**src/hw/rtl/ale_pkg.sv**
```systemverilog
`timescale 1ns / 1ps
`default_nettype none
// ----------------------------------------------------------------------------
// Array list engine package
// Transaction types, operation and status codes, and sequencer states.
// ----------------------------------------------------------------------------
package ale_pkg;

  localparam int CAPACITY_DEF   = 64;
  localparam int DATA_WIDTH_DEF = 32;

  typedef enum logic [2:0] {
    MODE_APPEND    = 3'd0,
    MODE_INSERT    = 3'd1,
    MODE_REMOVE    = 3'd2,
    MODE_ERASE     = 3'd3,
    MODE_FIND      = 3'd4,
    MODE_OVERWRITE = 3'd5,
    MODE_REVERSE   = 3'd6,
    MODE_DUMP      = 3'd7
  } mode_t;

  typedef enum logic [1:0] {
    STAT_OK    = 2'd0,
    STAT_RANGE = 2'd1,
    STAT_FULL  = 2'd2,
    STAT_EMPTY = 2'd3
  } status_t;

  typedef enum logic [2:0] {
    ST_IDLE,
    ST_DECODE,
    ST_SCAN,
    ST_INS_PUT,
    ST_REV_RLO,
    ST_REV_RHI,
    ST_REV_WLO,
    ST_REV_WHI
  } state_t;

  typedef struct packed {
    mode_t              mode;
    logic [6:0]         position;
    logic signed [31:0] value;
  } req_t;

  typedef struct packed {
    status_t            status;
    logic               found;
    logic [5:0]         index;
    logic signed [31:0] element;
    logic [6:0]         count;
    logic               last;
  } rsp_t;

endpackage : ale_pkg
`default_nettype wire

```
**src/hw/rtl/array_list_engine_unit.sv**
```systemverilog
`timescale 1ns / 1ps
`default_nettype none
// ----------------------------------------------------------------------------
// Array list engine
// Ordered list of signed words with a fixed capacity, operated on one
// transaction at a time.
// ----------------------------------------------------------------------------
// Usage:
//   A transaction is taken on a rising edge with start high and busy low.
//   in_item carries mode, position and value. Each result is shown on out_item
//   for one cycle with out_strobe high; the receiver cannot stall it. The last
//   result of a transaction has last set, and busy is already low in that
//   cycle, so the next transaction may be taken on the same edge.
//   All entries sit in a single-port-read, single-port-write memory, and one
//   read and one write per cycle set the timing:
//     append, remove, overwrite, and failed operations: result from decode.
//     insert before the end: entries from the last down to position move up
//     one place, then the value is written; erase before the last entry:
//     entries above position move down one place; otherwise decode finishes.
//     find: entries are read from index 0 up to the first match; dump: every
//     entry is read in turn and shown, one result per cycle.
//     reverse: each pair is read low then high, then written low then high.
//   Reset clears the count and the control state; stored entries are not
//   cleared since only entries below the count are ever read.
// ----------------------------------------------------------------------------
module array_list_engine_unit
  import ale_pkg::*;
#(
  parameter int CAPACITY   = CAPACITY_DEF,
  parameter int DATA_WIDTH = DATA_WIDTH_DEF
) (
  input  wire logic clk,
  input  wire logic rst_n,
  input  wire logic start,
  output logic      busy,
  input  wire req_t in_item,
  output logic      out_strobe,
  output rsp_t      out_item
);

  localparam int AW = (CAPACITY > 1) ? $clog2(CAPACITY) : 1;
  localparam int CW = $clog2(CAPACITY + 1);

  state_t                state_r, state_nxt;
  logic [CW-1:0]         count_r, count_nxt;
  req_t                  req_r, req_nxt;
  logic [AW-1:0]         ptr_r, ptr_nxt;
  logic [AW-1:0]         hi_r, hi_nxt;
  logic [CW-1:0]         rem_r, rem_nxt;
  logic                  pend_r, pend_nxt;
  logic [AW-1:0]         pend_idx_r, pend_idx_nxt;
  logic [DATA_WIDTH-1:0] tmp_r, tmp_nxt;
  logic                  out_strobe_r, out_strobe_nxt;
  rsp_t                  out_item_r, out_item_nxt;

  logic [DATA_WIDTH-1:0] store_r [CAPACITY];
  logic [DATA_WIDTH-1:0] rdata_r;
  logic                  mem_we, mem_re;
  logic [AW-1:0]         mem_waddr, mem_raddr;
  logic [DATA_WIDTH-1:0] mem_wdata;

  logic [DATA_WIDTH-1:0] val_dw;
  logic [6:0]            n7;
  logic [AW-1:0]         pos_a;
  logic                  rev_more;

  assign val_dw   = DATA_WIDTH'(req_r.value);
  assign n7       = 7'(count_r);
  assign pos_a    = req_r.position[AW-1:0];
  assign rev_more = ({1'b0, ptr_r} + (AW+1)'(2)) < {1'b0, hi_r};

  always_ff @(posedge clk) begin
    if (mem_we) begin
      store_r[mem_waddr] <= mem_wdata;
    end
    if (mem_re) begin
      rdata_r <= store_r[mem_raddr];
    end
  end

  always_ff @(posedge clk) begin
    if (!rst_n) begin
      state_r      <= ST_IDLE;
      count_r      <= '0;
      pend_r       <= 1'b0;
      out_strobe_r <= 1'b0;
    end else begin
      state_r      <= state_nxt;
      count_r      <= count_nxt;
      pend_r       <= pend_nxt;
      out_strobe_r <= out_strobe_nxt;
    end
  end

  always_ff @(posedge clk) begin
    req_r      <= req_nxt;
    ptr_r      <= ptr_nxt;
    hi_r       <= hi_nxt;
    rem_r      <= rem_nxt;
    pend_idx_r <= pend_idx_nxt;
    tmp_r      <= tmp_nxt;
    out_item_r <= out_item_nxt;
  end

  always_comb begin
    state_nxt      = state_r;
    count_nxt      = count_r;
    req_nxt        = req_r;
    ptr_nxt        = ptr_r;
    hi_nxt         = hi_r;
    rem_nxt        = rem_r;
    pend_nxt       = 1'b0;
    pend_idx_nxt   = pend_idx_r;
    tmp_nxt        = tmp_r;
    out_strobe_nxt = 1'b0;
    out_item_nxt   = '0;
    mem_we         = 1'b0;
    mem_waddr      = pos_a;
    mem_wdata      = val_dw;
    mem_re         = 1'b0;
    mem_raddr      = ptr_r;

    unique case (state_r)
      ST_IDLE: begin
        if (start) begin
          req_nxt   = in_item;
          state_nxt = ST_DECODE;
        end
      end

      ST_DECODE: begin
        out_item_nxt.status = STAT_OK;
        out_item_nxt.last   = 1'b1;
        out_strobe_nxt      = 1'b1;
        state_nxt           = ST_IDLE;
        unique case (req_r.mode)
          MODE_APPEND: begin
            if (count_r == CW'(CAPACITY)) begin
              out_item_nxt.status = STAT_FULL;
            end else begin
              mem_we    = 1'b1;
              mem_waddr = count_r[AW-1:0];
              count_nxt = count_r + CW'(1);
            end
          end
          MODE_INSERT: begin
            if (req_r.position > n7) begin
              out_item_nxt.status = STAT_RANGE;
            end else if (count_r == CW'(CAPACITY)) begin
              out_item_nxt.status = STAT_FULL;
            end else if (req_r.position == n7) begin
              mem_we    = 1'b1;
              count_nxt = count_r + CW'(1);
            end else begin
              out_strobe_nxt = 1'b0;
              ptr_nxt        = AW'(count_r - CW'(1));
              rem_nxt        = CW'(n7 - req_r.position);
              state_nxt      = ST_SCAN;
            end
          end
          MODE_REMOVE: begin
            if (count_r == '0) begin
              out_item_nxt.status = STAT_EMPTY;
            end else begin
              count_nxt = count_r - CW'(1);
            end
          end
          MODE_ERASE: begin
            if (count_r == '0) begin
              out_item_nxt.status = STAT_EMPTY;
            end else if (req_r.position >= n7) begin
              out_item_nxt.status = STAT_RANGE;
            end else if (req_r.position == n7 - 7'd1) begin
              count_nxt = count_r - CW'(1);
            end else begin
              out_strobe_nxt = 1'b0;
              ptr_nxt        = pos_a + AW'(1);
              rem_nxt        = CW'(n7 - req_r.position - 7'd1);
              state_nxt      = ST_SCAN;
            end
          end
          MODE_FIND, MODE_DUMP: begin
            if (count_r == '0) begin
              if (req_r.mode == MODE_DUMP) begin
                out_item_nxt.status = STAT_EMPTY;
              end
            end else begin
              out_strobe_nxt = 1'b0;
              ptr_nxt        = '0;
              rem_nxt        = count_r;
              state_nxt      = ST_SCAN;
            end
          end
          MODE_OVERWRITE: begin
            if (count_r == '0) begin
              out_item_nxt.status = STAT_EMPTY;
            end else if (req_r.position >= n7) begin
              out_item_nxt.status = STAT_RANGE;
            end else begin
              mem_we = 1'b1;
            end
          end
          MODE_REVERSE: begin
            if (count_r >= CW'(2)) begin
              out_strobe_nxt = 1'b0;
              ptr_nxt        = '0;
              hi_nxt         = AW'(count_r - CW'(1));
              state_nxt      = ST_REV_RLO;
            end
          end
        endcase
      end

      ST_SCAN: begin
        if (rem_r != '0) begin
          mem_re       = 1'b1;
          pend_nxt     = 1'b1;
          pend_idx_nxt = ptr_r;
          rem_nxt      = rem_r - CW'(1);
          ptr_nxt      = (req_r.mode == MODE_INSERT) ? ptr_r - AW'(1) : ptr_r + AW'(1);
        end
        out_item_nxt.status = STAT_OK;
        mem_wdata           = rdata_r;
        if (pend_r) begin
          priority case (req_r.mode)
            MODE_INSERT: begin
              mem_we    = 1'b1;
              mem_waddr = pend_idx_r + AW'(1);
              if (rem_r == '0) begin
                state_nxt = ST_INS_PUT;
              end
            end
            MODE_ERASE: begin
              mem_we    = 1'b1;
              mem_waddr = pend_idx_r - AW'(1);
              if (rem_r == '0) begin
                count_nxt         = count_r - CW'(1);
                out_item_nxt.last = 1'b1;
                out_strobe_nxt    = 1'b1;
                state_nxt         = ST_IDLE;
              end
            end
            MODE_FIND: begin
              if (rdata_r == val_dw) begin
                out_item_nxt.found = 1'b1;
                out_item_nxt.index = 6'(pend_idx_r);
                out_item_nxt.last  = 1'b1;
                out_strobe_nxt     = 1'b1;
                pend_nxt           = 1'b0;
                state_nxt          = ST_IDLE;
              end else if (rem_r == '0) begin
                out_item_nxt.last = 1'b1;
                out_strobe_nxt    = 1'b1;
                state_nxt         = ST_IDLE;
              end
            end
            default: begin
              out_item_nxt.index   = 6'(pend_idx_r);
              out_item_nxt.element = 32'(signed'(rdata_r));
              out_item_nxt.last    = (rem_r == '0);
              out_strobe_nxt       = 1'b1;
              if (rem_r == '0) begin
                state_nxt = ST_IDLE;
              end
            end
          endcase
        end
      end

      ST_INS_PUT: begin
        mem_we              = 1'b1;
        count_nxt           = count_r + CW'(1);
        out_item_nxt.status = STAT_OK;
        out_item_nxt.last   = 1'b1;
        out_strobe_nxt      = 1'b1;
        state_nxt           = ST_IDLE;
      end

      ST_REV_RLO: begin
        mem_re    = 1'b1;
        state_nxt = ST_REV_RHI;
      end

      ST_REV_RHI: begin
        mem_re    = 1'b1;
        mem_raddr = hi_r;
        tmp_nxt   = rdata_r;
        state_nxt = ST_REV_WLO;
      end

      ST_REV_WLO: begin
        mem_we    = 1'b1;
        mem_waddr = ptr_r;
        mem_wdata = rdata_r;
        state_nxt = ST_REV_WHI;
      end

      ST_REV_WHI: begin
        mem_we    = 1'b1;
        mem_waddr = hi_r;
        mem_wdata = tmp_r;
        ptr_nxt   = ptr_r + AW'(1);
        hi_nxt    = hi_r - AW'(1);
        if (rev_more) begin
          state_nxt = ST_REV_RLO;
        end else begin
          out_item_nxt.status = STAT_OK;
          out_item_nxt.last   = 1'b1;
          out_strobe_nxt      = 1'b1;
          state_nxt           = ST_IDLE;
        end
      end

      default: begin
        state_nxt = ST_IDLE;
      end
    endcase

    out_item_nxt.count = 7'(count_nxt);
  end

  assign busy       = (state_r != ST_IDLE);
  assign out_strobe = out_strobe_r;
  assign out_item   = out_item_r;

  // The final result of a transaction arrives when the engine is free again.
  a_last_not_busy: assert property (@(posedge clk) disable iff (!rst_n)
    (out_strobe && out_item.last) |-> !busy)
    else $error("final result while busy");

  // Intermediate results only come from a dump in progress.
  a_mid_result_ok: assert property (@(posedge clk) disable iff (!rst_n)
    (out_strobe && !out_item.last) |-> (busy && out_item.status == STAT_OK))
    else $error("intermediate result with bad status or while idle");

  a_count_cap: assert property (@(posedge clk) disable iff (!rst_n)
    count_r <= CW'(CAPACITY))
    else $error("count exceeds capacity");

  a_accept_busy: assert property (@(posedge clk) disable iff (!rst_n)
    (start && !busy) |=> busy)
    else $error("accepted transaction did not raise busy");

  a_found_ok: assert property (@(posedge clk) disable iff (!rst_n)
    (out_strobe && out_item.found) |-> (out_item.status == STAT_OK && out_item.last))
    else $error("found flag on a failed or partial result");

  // The count only moves by one, and only when a result is issued.
  a_count_step: assert property (@(posedge clk) disable iff (!rst_n)
    !$stable(count_r) |-> out_strobe)
    else $error("count changed without a result");

endmodule : array_list_engine_unit
`default_nettype wire
```
**config.mk**
```make
export PLATFORM = sky130hd
export DESIGN_NAME = array_list_engine_unit
export DESIGN_NICKNAME = d
export VERILOG_FILES = /design/src/hw/rtl/ale_pkg.sv /design/src/hw/rtl/array_list_engine_unit.sv
export SDC_FILE = /design/constraint.sdc
export NUM_CORES = 2
export LEC_CHECK = 0
export ABC_AREA = 0
export BUFFER_PORTS_ARGS = -buffer_cell sky130_fd_sc_hd__buf_2
export CAP_MARGIN = 30
export CORE_MARGIN = 3
export CORE_UTILIZATION = 40
export CTS_CLUSTER_SIZE = 30
export DETAILED_ROUTE_END_ITERATION = 10
export PLACE_DENSITY = 0.57
export SYNTH_ARGS = -nofsm -noshare
export SYNTH_HDL_FRONTEND = slang
export SYNTH_SLANG_ARGS = --single-unit
```
**constraint.sdc**
```tcl
create_clock -name clk -period 8.83 [get_ports clk]
set_clock_uncertainty 0.05 [all_clocks]
set_input_delay 1.3245 -clock clk [delete_from_list [all_inputs] [get_ports clk]]
set_output_delay 1.3245 -clock clk [all_outputs]
set_load 0.005 [all_outputs]
```
==> summary.txt <==
Status
  • Status: complete, no violations

Power and ir drop
  • Pleak: 0.0338 uW
  • Max VDD drop: 0.163 mV
  • Sw power: 5130 uW
  • Design Power: 22600 uW
  • Clock power share: 41.7%
  • Int Pwr: 17500 uW
  • Reg power frac: 52.3%
  • Combinational share of power: 6.0%
  • Sw Share: 22.7%
  • Cell area power density: 219 mW/mm^2

Flow run
  • MaxCap Viol Count: 0

Final layout
  • Fraction of final layout cells with drive strength greater than 1: 16.2%
  • Area Overhead vs Synth: 14.1%
  • Non-Filler Cell Area, Final: 0.103 mm^2
  • Post-layout util: 46.1%
  • Layout net count: 6205
  • FILL cells: 19300

Clock network
  • Hold Buf Count CTS: 0
  • Post-CTS sizing: 0
  • CTS root buf: clkbuf_16
  • H-tree Lvls: 4
  • Num CTS Buffers: 222
  • Setup bufs post-CTS: 0
  • CTS sink cnt: 2240
  • Clock transition at path regs: 0.07 ns
  • CTS tree: yes
  • Worst skew pair latency: 0.88 ns
  • Maximum clock path buffer count: 3

Die
  • Die H: 481 um
  • Die area: 0.232 mm^2
  • Die X: 481 um
  • Core Area: 0.223 mm^2
  • Rows: 173
  • Starting Density: 40.4%
  • Ports: 96

Yosys
  • Syn Area/Cell: 15.1 um^2
  • Area leader, netlist: edfxtp_1
  • Simple-Gate Fraction of Synth Area: 10.3%
  • Mapped Nets: 6074
  • Post-synthesis adder-cell area fraction: 0.382%
  • Largest family of logic cells by synthesized area: simple AND/OR/NAND/NOR gates
  • Main synth FF type: edfxtp_1
  • Seq cells post-synth: 2240
  • Synth Area in XOR/XNOR: 0.739%
  • Gate Count Post-Synth: 6002
  • Post-synth top area share: 72.4%
  • Post-synthesis mux area share: 6.98%
  • Area contributors post-synth: edfxtp_1 (72%), mux4_2 (6.8%), nand2_1 (4.9%)
  • Synthesis Warnings: 0
  • Compound-Gate Fraction of Synth Area: 5.63%
  • Seq/Total Area, Yosys: 73.8%
  • Post-synth ARST share: 0%
  • Unique masters post-synth: 74
  • Post-synth EDFFs: 2179
  • Mapped cell area: 0.0904 mm^2

STA
  • Max_slew headroom: 29.3%
  • Setup TNS: 0 ns
  • Fin. max-slew vios: 0
  • Fin crit share: 66.4%
  • Worst Tran Pin Value: 1.06 ns
  • Final setup violation count: 0
  • RSZ-0062 raised after global routing: no
  • Fmax: 0.171 GHz
  • Final Hold Viols: 0
  • Tmin final: 5.86 ns

Placement
  • HPWL after DPL: 154000 um
  • Post-DP Area: 0.0956 mm^2
  • Routability cong.: 0.888
  • Number of port buffers: 95

Critical path
  • Worst-path fanout max: 61
  • WP data arrival: 6.40 ns
  • Startpoint type of the worst setup path: flop
  • CP Data Required Time: 9.37 ns
  • Slowest cell on crit path: mux2i_4
  • CP Capture Type: flop
  • Largest stage delay, worst path: 0.91 ns
  • Critical path's top delay family: buffers and inverters
  • Critical path, cell by cell: buf_4 -> nand3b_1 -> buf_4 -> mux2i_4 -> buf_4 -> mux4_2 -> nand2_1 -> a21oi_1 -> or4_1 -> or4_1
  • Crit. path cell count: 10
  • Crit path top cell by count: buf_4
  • Worst reg2reg path depth: 10
  • Buf+Inv Stages, Crit Path: 3
  • WS Path Type: flop to flop

GRT
  • Gr usage total: 23.0%
  • Vias in the first global route: 52000
  • First-pass GRT wire length: 387000 um
  • GRT overflow: 0
  • Initial antenna violation count: 22
  • Largest net degree at the start of global routing: 182

Routing
  • Final WL: 271000 um
  • Initial DRC count: 6875
  • WL/cell: 29.1 um
  • Drc violations: 0
  • Antenna-violating nets left: 0
  • Total iterations of the first detailed-routing run: 6
  • DR vias: 54700
  • Vias per Instance: 5.87

Hold path
  • Hold/Removal Path Class: flop to flop
  • Worst hold stages: 1
[power by group through the flow]
stage / Sequential [uW] / Clock, uW / Combinational [uW]
2_1_floorplan: 12000 / 0 / 753
3_3_place_gp: 12000 / 0 / 1320
3_5_place_dp: 12000 / 0 / 1340
4_1_cts: 11800 / 9560 / 1350
5_1_grt: 11800 / 9990 / 1450
6_report: 11800 / 9420 / 1360
[registers in the layout, indices dropped and copies added (netlist names)]
| name | cells |
|---|---|
| rem_r | 7 |
| pos_a | 6 |
| store_r | 2048 |
| pend_r | 1 |
| state_r | 3 |
| ptr_r | 6 |
| pend_idx_r | 6 |
| out_strobe | 1 |
| tmp_r | 32 |
| req_r | 4 |
| val_dw | 32 |
| hi_r | 6 |
| count_r | 7 |
| out_item | 49 |
| rdata_r | 32 |
[synth_stat cells (67+ instances only)]
cell type     n
clkbuf_1    275
a21oi_1     284
or4_1        67
nor2_1       76
o22ai_1      77
edfxtp_1   2179
mux4_2      272
nand3_1     529
inv_1        91
nand2_1    1175
a31oi_1      70
o21ai_0      74
a211oi_1    125
[area by class of cell]
class	count	area, um^2	area share [%]
repair buffers	305	2450	2.37
diodes	22	55.1	0.0534
inverters	92	345	0.335
clock inverters	149	1420	1.38
well taps	2975	3720	3.61
clock buffers	266	5840	5.66
multi-input cells	3272	22600	21.9
flip-flops and latches	2240	66700	64.7
[cells by family (layout without fill, tap and decap cells)]
group | after synthesis | after routing
flip-flops | 2240 | 2240
AND/OR/NAND/NOR | 2079 | 2079
AO/OA/AOI/OAI | 803 | 803
buffers and inverters | 490 | 812
multiplexers | 290 | 290
XOR/XNOR | 73 | 73
adder cells (fa/ha/maj) | 27 | 27
other | 0 | 22
[cells in the final DEF, fill, tap and decap left out, drive strengths merged, types with 16 or more instances in the layout]
cell type  instances
mux2i             16
mux4             272
nor3              50
o21ai             79
diode             22
ha                26
buf              305
a311oi            56
o22ai             77
bufinv            21
a21oi            284
clkinv           114
or4               67
edfxtp          2179
a211oi           125
a31oi             70
and2              48
nor2              76
or3               39
xnor2             58
a21o              17
clkbuf           266
nand3            529
nor4              22
dfxtp             61
nand2           1175
inv               99
[through the flow]
step | setup slack [ns] | hold WS, ns | instances
CTS | 3.05 | 0.488 | 9291
global route | 2.84 | 0.525 | 9304
detailed placement | 3.04 | 0.472 | 8876
floorplan | 2.36 | 0.374 | 6002
global placement | 3.12 | 0.458 | 8856
finish | 2.97 | 0.497 | 9321
[routing by layer]
layer / global-route usage [%] / share of wire, % / up-vias
li1: - / - / 23400
met1: 33.4 / 42 / 28400
met2: 35.6 / 46 / 2582
met3: 3.92 / 8.8 / 389
met4: 7.12 / 2.9 / 12
met5: 0 / 0.032 / -
[worst register-to-register path: stages (launching register included)]
cell      delay (ns)
dfxtp_2         0.31
buf_4           0.55
nand3b_1        0.24
buf_4           0.45
mux2i_4         0.92
buf_4           0.75
mux4_2          0.63
nand2_1         0.11
a21oi_1         0.24
or4_1           0.75
or4_1           0.58
[path summary, 6_finish.rpt]
path           endpoint  slack, ns        from
min reg2reg      pend_r       0.50      pend_r
max          rdata_r[9]       2.97  state_r[1]
min              pend_r       0.50      pend_r
max reg2reg  rdata_r[9]       2.97  state_r[1]
Power figures use the tool's default switching activity.
